$ cat config.mk
export PLATFORM = sky130hd
export DESIGN_NAME = tea_cfg_regs
export DESIGN_NICKNAME = d
export VERILOG_FILES = /design/src/rtl/tea_pkg.sv /design/src/rtl/tea_cfg_regs.sv
export SDC_FILE = /design/constraint.sdc
export NUM_CORES = 1
export LEC_CHECK = 0
export ABC_CLOCK_PERIOD_IN_PS = 1300
export BUFFER_PORTS_ARGS = -buffer_cell sky130_fd_sc_hd__clkbuf_2
export CORE_MARGIN = 4
export CORE_UTILIZATION = 47
export CTS_BUF_LIST = sky130_fd_sc_hd__clkbuf_2
export DETAILED_ROUTE_END_ITERATION = 10
export GPL_TIMING_DRIVEN = 0
export PLACE_DENSITY = 0.77
export SYNTH_ARGS = -nofsm -noshare
export SYNTH_HDL_FRONTEND = slang
export SYNTH_SLANG_ARGS = --single-unit
$ cat constraint.sdc
create_clock -name clk -period 1.3 [get_ports clk]
set_input_delay 0.195 -clock clk [delete_from_list [all_inputs] [get_ports clk]]
set_output_delay 0.195 -clock clk [all_outputs]
set_load 0.05 [all_outputs]
$ cat src/rtl/tea_pkg.sv
package tea_pkg;

  // Round constant added to the running total every round
  localparam logic [31:0] GOLDEN = 32'h9E37_79B9;

  // Configuration register indexes
  localparam logic [2:0] REG_KEY0 = 3'd0;
  localparam logic [2:0] REG_KEY1 = 3'd1;
  localparam logic [2:0] REG_KEY2 = 3'd2;
  localparam logic [2:0] REG_KEY3 = 3'd3;
  localparam logic [2:0] REG_MODE = 3'd4;

  // Mode codes
  localparam logic MODE_ENCRYPT = 1'b0;
  localparam logic MODE_DECRYPT = 1'b1;

  // Key values after reset
  localparam logic [31:0] KEY0_RESET = 32'h95A8_882C;
  localparam logic [31:0] KEY1_RESET = 32'h9D2C_C113;
  localparam logic [31:0] KEY2_RESET = 32'h815A_A0CD;
  localparam logic [31:0] KEY3_RESET = 32'hA1C4_89F7;

  typedef logic [31:0] tea_word_t;

  // Key set and mode as seen by every round stage
  typedef struct packed {
    tea_word_t key0;
    tea_word_t key1;
    tea_word_t key2;
    tea_word_t key3;
    logic      decrypt;
  } tea_cfg_t;

  // One block in flight, with the mode it was accepted under
  typedef struct packed {
    tea_word_t high;
    tea_word_t low;
    logic      decrypt;
  } tea_beat_t;

endpackage

$ cat src/rtl/tea_cfg_regs.sv
module tea_cfg_regs (
  input  logic             clk,
  input  logic             rst,
  input  logic             cfg_we,
  input  logic [2:0]       cfg_index,
  input  logic [31:0]      cfg_data,
  output tea_pkg::tea_cfg_t cfg
);
  import tea_pkg::*;

  tea_cfg_t regs;

  // Load reset key and mode, then take writes by index; unknown indexes drop
  always_ff @(posedge clk) begin
    if (rst) begin
      regs.key0    <= KEY0_RESET;
      regs.key1    <= KEY1_RESET;
      regs.key2    <= KEY2_RESET;
      regs.key3    <= KEY3_RESET;
      regs.decrypt <= MODE_ENCRYPT;
    end else if (cfg_we) begin
      case (cfg_index)
        REG_KEY0: regs.key0    <= cfg_data;
        REG_KEY1: regs.key1    <= cfg_data;
        REG_KEY2: regs.key2    <= cfg_data;
        REG_KEY3: regs.key3    <= cfg_data;
        REG_MODE: regs.decrypt <= cfg_data[0];
        default: ;
      endcase
    end
  end

  assign cfg = regs;

endmodule

==> reports/summary.txt <==
CLOCKING
-------------------------------------------------------------------------------------------
Clock slew at the register clock pins of the worst setup and hold paths             0.22 ns
Clock tree sinks                                                                        129
TritonCTS clock tree                                                                  built
Maximum buffer depth of the clock tree                                                    2
TritonCTS buffer count                                                                   17
Cell at the root of the clock tree                                                 clkbuf_2
Worst-skew pair later-pin latency                                                   0.66 ns
CTS H-tree depth                                                                          4

DETAILED ROUTING
-------------------------------------------------------------------------------------------
Number of design-rule violations left by the first detailed-router iteration            338
Highest layer used for signal routing                                                  met4
Number of iterations in the first detailed-routing pass                                   7
Post-Route WL                                                                  22300 microns
Count of unresolved DRC violations after routing                                          0
Antenna-violating nets left                                                               0
Routed length on met1                                                          8010 microns
Met3 Wirelength                                                                1820 microns
Total vias in the final route                                                          4980
Average detailed-routed wire length per instance                               24.8 microns
Via/cell ratio                                                                         5.53
WL met2                                                                        11300 microns

LOGIC SYNTHESIS
-------------------------------------------------------------------------------------------
Number of instances in the synthesized netlist                                          487
Yosys synthesis warning count                                                             0
Synthesized netlist net count                                                           525
Number of distinct standard cells referenced by the synthesized netlist                  17
Count of flip-flops with a built-in enable after synthesis                                0
Post-synthesis average cell area                                                 10.5 sq um
Share of the synthesized area in the top cell type                                    50.5%
Library cell with the largest summed area after synthesis                           dfxtp_1
Synthesized area                                                               0.00512 sq mm
Top area cells in the synthesized netlist                                      dfxtp_1 (50%), mux2i_1 (25%), nand2b_1 (13%)
Proportion of register bits with asynchronous set or reset after synthesis               0%
Number of flip-flops and latches in the synthesized netlist                             129
Proportion of synthesized chip area in sequential cells                               50.5%
Main flop type after synthesis                                                      dfxtp_1

DIE
-------------------------------------------------------------------------------------------
I/O pin count                                                                           167
Site row count                                                                           37
Starting Density                                                                      48.9%
Floorplan die area                                                             0.0126 sq mm
Standard cell core area                                                        0.0105 sq mm
Die Width                                                                       112 microns
Die height                                                                      112 microns

TIMING
-------------------------------------------------------------------------------------------
Slew margin rel.                                                                      48.5%
Final hold vios                                                                           0
Least setup slack across all paths after layout                                   -0.181 ns
Sum of negative setup slack                                                       -16.73 ns
Actual slew at the worst max-slew pin                                              0.772 ns
RSZ-0062 raised after global routing                                                    yes
Crit path time final                                                                1.48 ns
Final Slew Violations                                                                     0
Number of endpoints failing setup at the final stage                                    146
FMAX                                                                              0.675 GHz
Final period util                                                                      114%
Fin Clk Skew                                                                           0 ns

RUN
-------------------------------------------------------------------------------------------
Max-capacitance violation count                                                           0

CELLS AND AREA
-------------------------------------------------------------------------------------------
Growth of design area from synthesis to finish                                        80.8%
Non-filler instance count after layout                                                  900
Fraction of layout instances using a drive strength above 1                           50.5%
Number of flip-flops under the largest register name                                    129
Post-layout net count                                                                   788
Cell area after layout                                                         0.00925 sq mm

PLACE
-------------------------------------------------------------------------------------------
# port buffers                                                                          163
Dpl cells                                                                               786
Final HPWL from detailed placement                                             11000 microns
Final estimated routing congestion in global placement                                0.825
Worst slack, placed                                                               -0.195 ns
Placed instance area                                                           0.00610 sq mm

OUTCOME
-------------------------------------------------------------------------------------------
Violations in the final reports                                                negative setup slack
Outcome                                                                        complete, but fails checks

GRT
-------------------------------------------------------------------------------------------
Largest net degree at the start of global routing                                        17
Wire length of the first global-routing pass                                   30300 microns
Total overflow reported by the global router                                              0
Initial antenna violation count                                                           1
Total global routing track utilization                                                31.4%
Via count of the first global-routing pass                                             5327

POWER AND IR DROP
-------------------------------------------------------------------------------------------
Logic gate share of total power                                                       17.1%
Switch share                                                                          29.5%
Switching Power                                                                     2410 uW
Cell leakage power                                                               0.00424 uW
Clock network fraction of total power                                                 32.1%
Overall Power                                                                       8150 uW
Int Pwr                                                                             5740 uW
Sequential group share of total power                                                 50.8%
VDD IR-drop max                                                                    0.570 mV
Power per cell area                                                             881 mW/mm^2

WORST SETUP PATH
-------------------------------------------------------------------------------------------
Worst Setup Path Type                                                            reg -> out
Crit path max-delay cell type                                                       dfxtp_2
Delay contributed by the slowest stage of the critical path                         0.42 ns
Data arrival, critical path                                                         1.29 ns
Cell class contributing the biggest share of worst-path delay                    flip-flops
Data required time of the worst path                                                1.11 ns
Cells traversed along the worst timing path                                       clkbuf_16
Critical path peak fanout                                                                 2
Worst Path Buf+Inv                                                                        1
Kind of capture point of the worst setup path                                   output port
Critical Path Source Type                                                         flip-flop

MIN PATH
-------------------------------------------------------------------------------------------
Hold Crit Class                                                                   in -> reg

==> cell usage in the layout, fill, tap and decap left out, types with 2 or more instances in the layout <==
cell type and count:
bufinv_16 3, clkbuf_1 17, clkbuf_4 2, buf_2 9
dfxtp_2 118, nand4bb_1 2, clkinvlp_4 3, clkbuf_16 70
buf_8 59, buf_4 46, dfxtp_4 11, clkinv_1 4
dlygate4sd3_1 36, nor2_1 81, nand2b_1 103, mux2i_1 129
clkbuf_2 54, buf_6 6
==> path summary, 6_finish.rpt <==
check / endpoint / from / slack, ns / cells after the start
hold / removal: cfg[124] / rst / 0.19 / 3
setup / recovery: cfg[62] / cfg[62] / -0.18 / 1
hold reg to reg: cfg[60] / cfg[60] / 0.51 / 2
setup reg to reg: cfg[0] / cfg[0] / 0.09 / 3
==> stage by stage <==
step	hold WS, ns	util [%]
after floorplan	0.350	-
after detailed placement	0.469	58.3
final	0.189	88.4
after global routing	0.186	88.4
after CTS	0.0791	85.6
after global placement	0.458	58.3
==> worst register-to-register path, stage by stage, from the launching register on <==
cell,delay [ns]
dfxtp_2,0.40
nand2b_1,0.08
mux2i_1,0.13
dlygate4sd3_1,0.56
==> logic make-up after synthesis <==
| kind of cell | after synthesis | share of synthesized area, % |
|---|---|---|
| flip-flops | 129 | 50.5 |
| multiplexers | 129 | 25.2 |
| AND/OR/NAND/NOR | 193 | 20.7 |
| buffers and inverters | 36 | 3.64 |
==> metal layers <==
layer | vias to the layer above | GRT usage [%]
li1 | 2128 | -
met2 | 335 | 55.7
met1 | 2422 | 33.3
met5 | - | 0
met3 | 95 | 9.87
met4 | 0 | 16.6
==> cell type report <==
class	instances	area (sq um)
timing repair buffer	245	3520
fill	449	1210
clock buffer	20	100
multi-input combinational	322	2350
sequential	129	2770
antenna	1	2.50
buffer	35	201
tap	136	170
clock inverter	12	141
==> power groups by stage <==
stage | combinational, uW | sequential [uW] | clock, uW
finish | 1390 | 4140 | 2620
global route | 1430 | 4150 | 2780
CTS | 1280 | 4140 | 2530
detailed placement | 940 | 4180 | 0
global placement | 925 | 4180 | 0
floorplan | 341 | 4480 | 0
==> cells in the mapped netlist, types with 2 or more instances <==
cell / number
nand4bb_1: 2
clkbuf_1: 18
buf_2: 10
buf_6: 3
nor2_1: 81
dfxtp_1: 129
buf_4: 4
mux2i_1: 129
nand2b_1: 103
==> what timing repair did <==
item,CTS,global route
endpoints found under the setup margin,129,154
cloned,0,1
resized for setup,457,81
pin swaps,0,1
buffers inserted,22,22
endpoints found under the hold margin,129,0
hold buffers,37,0
Note: power is estimated with default switching activity, not from simulation.
