## src/rtl/tea_pkg.sv

```systemverilog
package tea_pkg;

  // Round constant added to the running total every round
  localparam logic [31:0] GOLDEN = 32'h9E37_79B9;

  // Configuration register indexes
  localparam logic [2:0] REG_KEY0 = 3'd0;
  localparam logic [2:0] REG_KEY1 = 3'd1;
  localparam logic [2:0] REG_KEY2 = 3'd2;
  localparam logic [2:0] REG_KEY3 = 3'd3;
  localparam logic [2:0] REG_MODE = 3'd4;

  // Mode codes
  localparam logic MODE_ENCRYPT = 1'b0;
  localparam logic MODE_DECRYPT = 1'b1;

  // Key values after reset
  localparam logic [31:0] KEY0_RESET = 32'h95A8_882C;
  localparam logic [31:0] KEY1_RESET = 32'h9D2C_C113;
  localparam logic [31:0] KEY2_RESET = 32'h815A_A0CD;
  localparam logic [31:0] KEY3_RESET = 32'hA1C4_89F7;

  typedef logic [31:0] tea_word_t;

  // Key set and mode as seen by every round stage
  typedef struct packed {
    tea_word_t key0;
    tea_word_t key1;
    tea_word_t key2;
    tea_word_t key3;
    logic      decrypt;
  } tea_cfg_t;

  // One block in flight, with the mode it was accepted under
  typedef struct packed {
    tea_word_t high;
    tea_word_t low;
    logic      decrypt;
  } tea_beat_t;

endpackage

```

## src/rtl/tea_round_stage.sv

```systemverilog
module tea_round_stage #(
  parameter int ROUND_COUNT = 32,
  parameter int ROUND       = 0,
  parameter bit SECOND      = 1'b0
) (
  input  logic               clk,
  input  logic               rst,
  input  tea_pkg::tea_cfg_t  cfg,
  input  logic               in_valid,
  input  tea_pkg::tea_beat_t in_beat,
  output logic               out_valid,
  output tea_pkg::tea_beat_t out_beat
);
  import tea_pkg::*;

  // Running totals for this round, fixed at elaboration
  localparam logic [63:0] ENC_PROD = 64'(GOLDEN) * 64'(ROUND + 1);
  localparam logic [63:0] DEC_PROD = 64'(GOLDEN) * 64'(ROUND_COUNT - ROUND);
  localparam tea_word_t   ENC_SUM  = ENC_PROD[31:0];
  localparam tea_word_t   DEC_SUM  = DEC_PROD[31:0];

  logic      update_high;
  tea_word_t src;
  tea_word_t dst;
  tea_word_t ka;
  tea_word_t kb;
  tea_word_t total;
  tea_word_t mix;
  tea_word_t dst_next;
  tea_beat_t beat_next;
  logic      valid;
  tea_beat_t beat;

  // Pick which half moves: encrypt moves high first, decrypt moves low first
  always_comb begin
    update_high = SECOND ? (in_beat.decrypt == MODE_DECRYPT)
                         : (in_beat.decrypt == MODE_ENCRYPT);
    src   = update_high ? in_beat.low  : in_beat.high;
    dst   = update_high ? in_beat.high : in_beat.low;
    ka    = update_high ? cfg.key0 : cfg.key2;
    kb    = update_high ? cfg.key1 : cfg.key3;
    total = (in_beat.decrypt == MODE_DECRYPT) ? DEC_SUM : ENC_SUM;
    mix   = ((src << 4) + ka) ^ (src + total) ^ ((src >> 5) + kb);
    dst_next = (in_beat.decrypt == MODE_DECRYPT) ? dst - mix : dst + mix;

    beat_next = in_beat;
    if (update_high) begin
      beat_next.high = dst_next;
    end else begin
      beat_next.low = dst_next;
    end
  end

  // Advance valid under reset, data without
  always_ff @(posedge clk) begin
    if (rst) begin
      valid <= 1'b0;
    end else begin
      valid <= in_valid;
    end
  end

  always_ff @(posedge clk) begin
    beat <= beat_next;
  end

  assign out_valid = valid;
  assign out_beat  = beat;

endmodule

```

## config.mk

```make
export PLATFORM = sky130hd
export DESIGN_NAME = tea_round_stage
export DESIGN_NICKNAME = d
export VERILOG_FILES = /design/src/rtl/tea_pkg.sv /design/src/rtl/tea_round_stage.sv
export SDC_FILE = /design/constraint.sdc
export NUM_CORES = 1
export LEC_CHECK = 0
export BUFFER_PORTS_ARGS = -buffer_cell sky130_fd_sc_hd__buf_2
export CORE_ASPECT_RATIO = 0.6
export CORE_MARGIN = 2
export CORE_UTILIZATION = 39
export CTS_CLUSTER_DIAMETER = 200
export CTS_CLUSTER_SIZE = 28
export DETAILED_ROUTE_END_ITERATION = 7
export GPL_ROUTABILITY_DRIVEN = 0
export PLACE_DENSITY_LB_ADDON = 0.15
export SLEW_MARGIN = 20
export SYNTH_ARGS = -nofsm -noshare
export SYNTH_HDL_FRONTEND = slang
export SYNTH_SLANG_ARGS = --single-unit
```

## constraint.sdc

```tcl
create_clock -name clk -period 10 [get_ports clk]
set_input_delay 1 -clock clk [delete_from_list [all_inputs] [get_ports clk]]
set_output_delay 1 -clock clk [all_outputs]
set_load 0.01 [all_outputs]
```

==> impl_metrics.tcl, run 1 <==
set metrics [dict create \
    crit_fanout 91 \
    cts_setup_buffers 0 \
    ys.flop_type "dfxtp_1" \
    critical_path_buf_inv_count 2 \
    wl_per_cell_um 18.8 \
    grt-busiest-layer "met1" \
    cts.clk_slew.worst_paths_ns 0.06 \
    cts_root_buffer "clkbuf_16" \
    tritoncts "yes" \
    die_w_um 214 \
    hold_violations 0 \
    yosysSeqAreaShare_pct 12.8 \
    synth_top_area_share_pct 12.8 \
    cts_hold_buffers 0 \
    clock.fmax_mhz 120 \
    rows 46 \
    synthArstFlopShare_pct 0 \
    core_region_area_um2 26200 \
    layout_common_cells "260 x buf_2, 125 x xnor2_1, 119 x nand2_1" \
    vias 10500 \
    worst_setup_path_start_kind "input port" \
    drcViolationCount 0 \
    critPathKind "in2reg" \
    grt_pass1_wl_mm 53.9 \
    postSynthAreaPerCell_um2 7.93 \
    crit_arrival_ns 8.59 \
    hold_path_class "in2reg" \
    synth_area_um2 10400 \
    io_buffers 261 \
    post-route-period-util_pct 83.1 \
    pin_count 263 \
    gr-total-overflow 0 \
    met2_usage_pct 29.8 \
    track_usage_pct 25.1 \
    layout-drive-gt1-share_pct 26.3 \
    synth-edff-count 0 \
    dpl_cell_area_um2 12000 \
    cts_resized 0 \
    drv_slew 0 \
    n_fill_cell 2703 \
    worst_pin_slew_ns 0.957 \
    yosys.area.top_type "dfxtp_1" \
    powerDensity_nw_per_um2 255 \
    fin_nets 1844 \
    syn_to_final_growth_pct 19.1 \
    dieHeight_um 130 \
    cts.htree.levels 3 \
    critPathMaxStageDelay_ns 0.63 \
    clock_path_buffers 2 \
    clock-sinks 66 \
    ir_drop_mv 0.118 \
    synth_warnings 0 \
    final_util_pct 47.0 \
    wirelength_mm 36.0 \
    slowest_stage "or4b_2" \
    fin_area_um2 12300 \
    period_minus_slack_ns 8.31 \
    cp-end-kind "flop" \
    dp_hpwl_mm 30.5 \
    start_util_pct 39.4 \
    grtUsageMet3_pct 6.20 \
    layout_commonest_cell "buf_2" \
    crit_required_ns 10.28 \
    setup-violations-final 0 \
    first_pass_iters 5 \
    setup-tns-final_ns 0 \
    dieArea_um2 27900 \
    grt_pass1_vias 9272 \
    p_leak_nw 5.65 \
    seq_area_um2 1320 \
    synthesis.nets 1600 \
    dr.first_iter.drc_count 1084 \
    slew_headroom_pct 35.6 \
    antenna_found_initial 0 \
    yosys-top-cells-area "dfxtp_1 13%, ha_1 11%, xnor2_1 11%" \
    grt_start_max_net_pins 92 \
    ant_nets 0 \
    ys_types 89 \
    maxCapViolCount 0 \
    crit_family "compound AO/OA/AOI/OAI gates" \
    cts_made_buffers 9 \
    status "finished, final reports clean" \
    synthCells 1305 \
    viasPerCell 5.48 \
    multi_input_area_um2 8670 \
    ys_ff_latch 66 \
    grt_setup_unrepaired "false" \
    use_met1_pct 42.6 \
]
## final timing paths
path | cells past startpoint | end | start
worst max-delay path | 27 | out_beat[63]$_DFF_P_ | in_beat[0]
worst min-delay path | 2 | out_valid$_SDFF_PP0_ | rst
## area by class of cell
cell class / count / area share [%]
multi-input cells: 1153 / 70.3
repair buffers: 270 / 11.2
flip-flops and latches: 66 / 10.7
well taps: 360 / 3.65
clock buffers: 11 / 1.97
inverters: 49 / 1.49
clock inverters: 5 / 0.629
diodes: 2 / 0.0406
## metrics by stage
| step | cells | total power, mW | setup WS (ns) | hold WS [ns] |
|---|---|---|---|---|
| final | 1916 | 3.14 | 1.69 | 0.811 |
| after global routing | 1914 | 3.42 | 1.18 | 0.812 |
| after CTS | 1914 | 3.11 | 1.91 | 0.796 |
| after detailed placement | 1898 | 2.75 | 1.56 | 1.16 |
| after global placement | 1898 | 2.73 | 1.71 | 1.15 |
| after floorplan | 1305 | 2.15 | 1.15 | 1.03 |
## registers in the layout (all words and copies together) (netlist names)
| signal | cells |
|---|---|
| out_valid | 1 |
| out_beat | 65 |
## layer usage
layer	vias up	part of all wire, %	routed length (um)
met5	-	0	0
met4	0	0.41	146
met3	10	10	3710
met2	447	34	12100
met1	4792	56	20000
li1	5251	-	-
## where the power goes
part | total, mW | switching, mW | leakage, nW | internal [mW]
registers | 0.437 | 0.0318 | 0.556 | 0.405
clock network | 0.341 | 0.117 | 0.156 | 0.224
logic | 2.36 | 1.35 | 4.94 | 1.01
## cell usage after synthesis, drive strengths merged (8+ instances only)
library cell,count
nor4,8
o211ai,11
buf,19
a21boi,8
nand4,12
a21o,34
dfxtp,66
and2,12
a31oi,15
clkbuf,18
a21oi,102
nand3,23
or2,8
o21ai,114
nand2,119
nor2b,18
mux2,95
ha,95
xnor3,12
nor3,20
o21bai,15
nand2b,18
and3,13
inv,48
mux2i,19
nor2,84
xnor2,127
xor2,53
## cell families (layout without fill, tap and decap cells)
logic type                 after synthesis  count (layout)  share of synthesized area (%)
AOI/OAI and AO/OA                      375             375                           23.1
xor gates and xnor gates               192             192                           18.0
adders and majority gates               98              98                           12.1
buffers and inverters                   86             335                           3.53
DFF                                     66              66                           12.8
muxes                                  114             114                           12.2
other                                    0               2                              0
and+or+nand+nor                        374             374                           18.3
No activity file was read; power rests on OpenSTA's default activity.
==> run 2: changes to the inputs <==
clock period = 8.2 ns   (was 10 ns; I/O delays follow)
==> run 2 against run 1 <==
Final cell count increased by 1.0%. Sequential cell count stayed put. Via count up 2.1%. Non-clock buffer count is 20 higher. Critical path depth rose by 3. First-iteration DRC count down 0.28%. Sequential share of layout area fell by 0.11 points. Setup slack lost 0.96 ns. Hold slack got worse by 0.18 ns. Core utilization rose by 0.50 points. Total power grew 22%.
==> impl_metrics.tcl, run 2 (synthesized netlist as in run 1, its figures left out) <==
set metrics [dict create \
    dieArea_um2 27900 \
    critical_path_buf_inv_count 6 \
    dieHeight_um 130 \
    worst_setup_path_start_kind "input port" \
    clock_path_buffers 2 \
    p_leak_nw 5.73 \
    fin_ws_ns 0.729 \
    maxCapViolCount 0 \
    crit_arrival_ns 7.76 \
    core_region_area_um2 26200 \
    cts.clk_slew.worst_paths_ns 0.05 \
    worst_pin_slew_ns 0.991 \
    clkPwrFrac_pct 9.8 \
    start_util_pct 39.4 \
    viasPerCell 5.54 \
    fin_area_um2 12500 \
    combinationalPowerShare_pct 76.3 \
    slowest_stage "a2111oi_0" \
    cts_hold_buffers 0 \
    period_minus_slack_ns 7.47 \
    first_pass_iters 6 \
    layout-drive-gt1-share_pct 27.3 \
    dp_slack_ns 0.547 \
    hold_path_class "in2reg" \
    gr-total-overflow 0 \
    grt_pass1_vias 9270 \
    antenna_found_initial 2 \
    critPathMaxStageDelay_ns 0.62 \
    crit_required_ns 8.48 \
    grt_pass1_wl_mm 54.4 \
    n_fill_cell 2657 \
    crit_fanout 44 \
    dr.first_iter.drc_count 1081 \
    seqPwrFrac_pct 13.9 \
    status "finished, final reports clean" \
    pin_count 263 \
    clock.fmax_mhz 134 \
    cts_resized 0 \
    die_w_um 214 \
    slew_headroom_pct 33.2 \
    rows 46 \
    setup-violations-final 0 \
    p_int_mw 1.98 \
    finalPower_mw 3.82 \
    ant_nets 0 \
    cp-end-kind "flop" \
    grt_setup_unrepaired "false" \
    hold_violations 0 \
    layout_common_cells "260 x buf_2, 125 x xnor2_1, 119 x nand2_1" \
    grt_start_max_net_pins 45 \
    dpl_cell_area_um2 12200 \
    crit_family "compound AO/OA/AOI/OAI gates" \
    switching_share_pct 48.2 \
    layout_commonest_cell "buf_2" \
    cts_setup_buffers 0 \
    fin_nets 1864 \
    track_usage_pct 25.2 \
    tritoncts "yes" \
    cts_made_buffers 9 \
    io_buffers 261 \
    setup-tns-final_ns 0 \
    wl_per_cell_um 18.8 \
    clock-sinks 66 \
    cts.htree.levels 3 \
    wirelength_mm 36.5 \
    powerDensity_nw_per_um2 307 \
    cts_root_buffer "clkbuf_16" \
    syn_to_final_growth_pct 20.4 \
    switchingPower_mw 1.84 \
    critPathKind "in2reg" \
    ir_drop_mv 0.177 \
    largest_reg_flops 65 \
    post-route-period-util_pct 91.1 \
    vias 10700 \
    drcViolationCount 0 \
    whs_ns 0.630 \
    drv_slew 0 \
    dp_hpwl_mm 31.1 \
]
-- run 2: final cells by class --
type / count / area, um^2 / area share, %
Timing Repair Buffer: 290 / 1530 / 12.3
Antenna cell: 2 / 5.00 / 0.0402
Multi-Input combinational cell: 1153 / 8680 / 69.7
Tap cell: 360 / 450 / 3.61
Inverter: 49 / 184 / 1.48
Sequential cell: 66 / 1320 / 10.6
Clock buffer: 11 / 233 / 1.87
Clock inverter: 5 / 55.1 / 0.442
-- run 2: power groups by stage --
stage	clock, mW	combinational (mW)	sequential, mW
finish	0.375	2.92	0.532
global route	0.395	3.20	0.549
CTS	0.383	2.87	0.533
detailed placement	0	2.86	0.540
global placement	0	2.83	0.541
floorplan	0	2.00	0.628
-- run 2: metal layers --
layer	vias to the layer above	global-route usage (%)	wire length (um)
met4	0	3.84	233
li1	5285	-	-
met5	-	0	0
met2	504	30.5	12400
met1	4915	42.4	19800
met3	18	6.25	4000
-- run 2: path summary, 6_finish.rpt --
check / slack (ns) / depth (start not counted) / from / end
setup / recovery: 0.73 / 30 / in_beat[0] / out_beat[63]$_DFF_P_
hold / removal: 0.63 / 2 / rst / out_valid$_SDFF_PP0_
-- run 2: stage by stage --
stage               util [%]  std cells
global placement        46.4       1918
CTS                     47.5       1934
finish                  47.5       1936
detailed placement      46.4       1918
global route            47.5       1936
floorplan                  -       1305
==> run 3: changes to the inputs <==
PLACE_DENSITY_LB_ADDON = default   (was 0.15)
==> run 3 against run 2 <==
Global-route usage fell by 0.14 points. Non-clock buffer count fell by 5. Count of clock-buffer cells in the layout did not move. Core utilization fell by 0.17 points. Critical endpoint is now out_beat[62]$_DFF_P_. Largest cell class unchanged.
==> impl_metrics.tcl, run 3 (synthesized netlist as in run 1, its figures left out) <==
set metrics [dict create \
    layout_common_cells "260 x buf_2, 125 x xnor2_1, 119 x nand2_1" \
    rows 46 \
    ant_nets 0 \
    p_leak_nw 5.71 \
    slew_headroom_pct 35.1 \
    dp_slack_ns 0.503 \
    largest_reg_flops 65 \
    drv_slew 0 \
    setup-tns-final_ns 0 \
    tritoncts "yes" \
    status "finished, final reports clean" \
    wl_per_cell_um 18.8 \
    crit_arrival_ns 7.76 \
    dieArea_um2 27900 \
    hold_violations 0 \
    cts_made_buffers 9 \
    viasPerCell 5.57 \
    clock-sinks 66 \
    cts_resized 0 \
    vias 10700 \
    maxCapViolCount 0 \
    io_buffers 261 \
    cts_hold_buffers 0 \
    track_usage_pct 25.1 \
    syn_to_final_growth_pct 19.9 \
    setup-violations-final 0 \
    cp-end-kind "flop" \
    cts_root_buffer "clkbuf_16" \
    core_region_area_um2 26200 \
    first_pass_iters 5 \
    dr.first_iter.drc_count 1088 \
    cts_setup_buffers 0 \
    critPathMaxStageDelay_ns 0.59 \
    worst_setup_path_start_kind "input port" \
    dp_hpwl_mm 30.7 \
    grt_start_max_net_pins 66 \
    fin_nets 1859 \
    met2_usage_pct 30.8 \
    grt_pass1_vias 9309 \
    drcViolationCount 0 \
    die_w_um 214 \
    period_minus_slack_ns 7.54 \
    finalPower_mw 3.79 \
    final_util_pct 47.3 \
    cts.htree.levels 3 \
    crit_required_ns 8.41 \
    worst_pin_slew_ns 0.963 \
    grtUsageMet3_pct 4.01 \
    critPathKind "in2reg" \
    clock_path_buffers 2 \
    slowest_stage "a2111oi_0" \
    fin_ws_ns 0.659 \
    antenna_found_initial 0 \
    antenna_cells 0 \
    use_met1_pct 43.2 \
    crit_fanout 58 \
    clock.fmax_mhz 133 \
    cts.clk_slew.worst_paths_ns 0.06 \
    layout-drive-gt1-share_pct 27.1 \
    layout_commonest_cell "buf_2" \
    n_fill_cell 2649 \
    pin_count 263 \
    ir_drop_mv 0.148 \
    crit_top_cell "xnor2_1" \
    powerDensity_nw_per_um2 306 \
    post-route-period-util_pct 92.0 \
    grt-busiest-layer "met1" \
    gr-total-overflow 0 \
    whs_ns 0.633 \
    wirelength_mm 36.3 \
    grt_setup_unrepaired "false" \
    dieHeight_um 130 \
    grt_pass1_wl_mm 54.0 \
    hold_path_class "in2reg" \
    start_util_pct 39.4 \
]
run 3: cell count changes in the layout (fill, tap and decap cells not counted):
cell,delta
buf_4,-6
clkinv_2,+1
clkbuf_1,-1
diode_2,-2
bufinv_16,-1
buf_12,+1
clkbuf_8,+1
run 3: where the power goes:
group	total [mW]	internal [mW]	switching, mW
logic	2.91	1.25	1.66
clock network	0.355	0.211	0.144
registers	0.529	0.494	0.0346
total	3.79	1.95	1.84
run 3: path summary, 6_finish.rpt:
path	startpoint	end	slack, ns	depth (start not counted)
worst min-delay path	rst	out_valid$_SDFF_PP0_	0.63	2
worst max-delay path	in_beat[0]	out_beat[62]$_DFF_P_	0.66	29
run 3: metal layers:
| metal | part of all wire (%) | routed length [um] |
|---|---|---|
| met4 | 0.77 | 281 |
| met5 | 0 | 0 |
| met1 | 54 | 19700 |
| met2 | 35 | 12500 |
| met3 | 10 | 3790 |
run 3: metrics by stage:
| stage | instance area [um^2] | cells |
|---|---|---|
| global route | 12400 | 1929 |
| global placement | 12100 | 1913 |
| floorplan | 10400 | 1305 |
| CTS | 12400 | 1929 |
| detailed placement | 12100 | 1913 |
| finish | 12400 | 1929 |
run 3: area by class of cell:
| type | count | area [um^2] | area share, % |
|---|---|---|---|
| clock buffer | 11 | 243 | 1.95 |
| clock inverter | 5 | 30.0 | 0.242 |
| timing repair buffer | 285 | 1510 | 12.1 |
| inverter | 49 | 184 | 1.48 |
| multi-input combinational | 1153 | 8680 | 69.9 |
| sequential | 66 | 1320 | 10.6 |
| tap | 360 | 450 | 3.63 |
run 3: worst max-delay path, delay by kind of cell:
kind                       cells  cell delay, ns
AOI/OAI and AO/OA             14            3.05
xor gates and xnor gates       5            1.25
adders and majority gates      2            0.69
buffers and inverters          3            0.85
muxes                          1            0.44
and+or+nand+nor                4            0.61
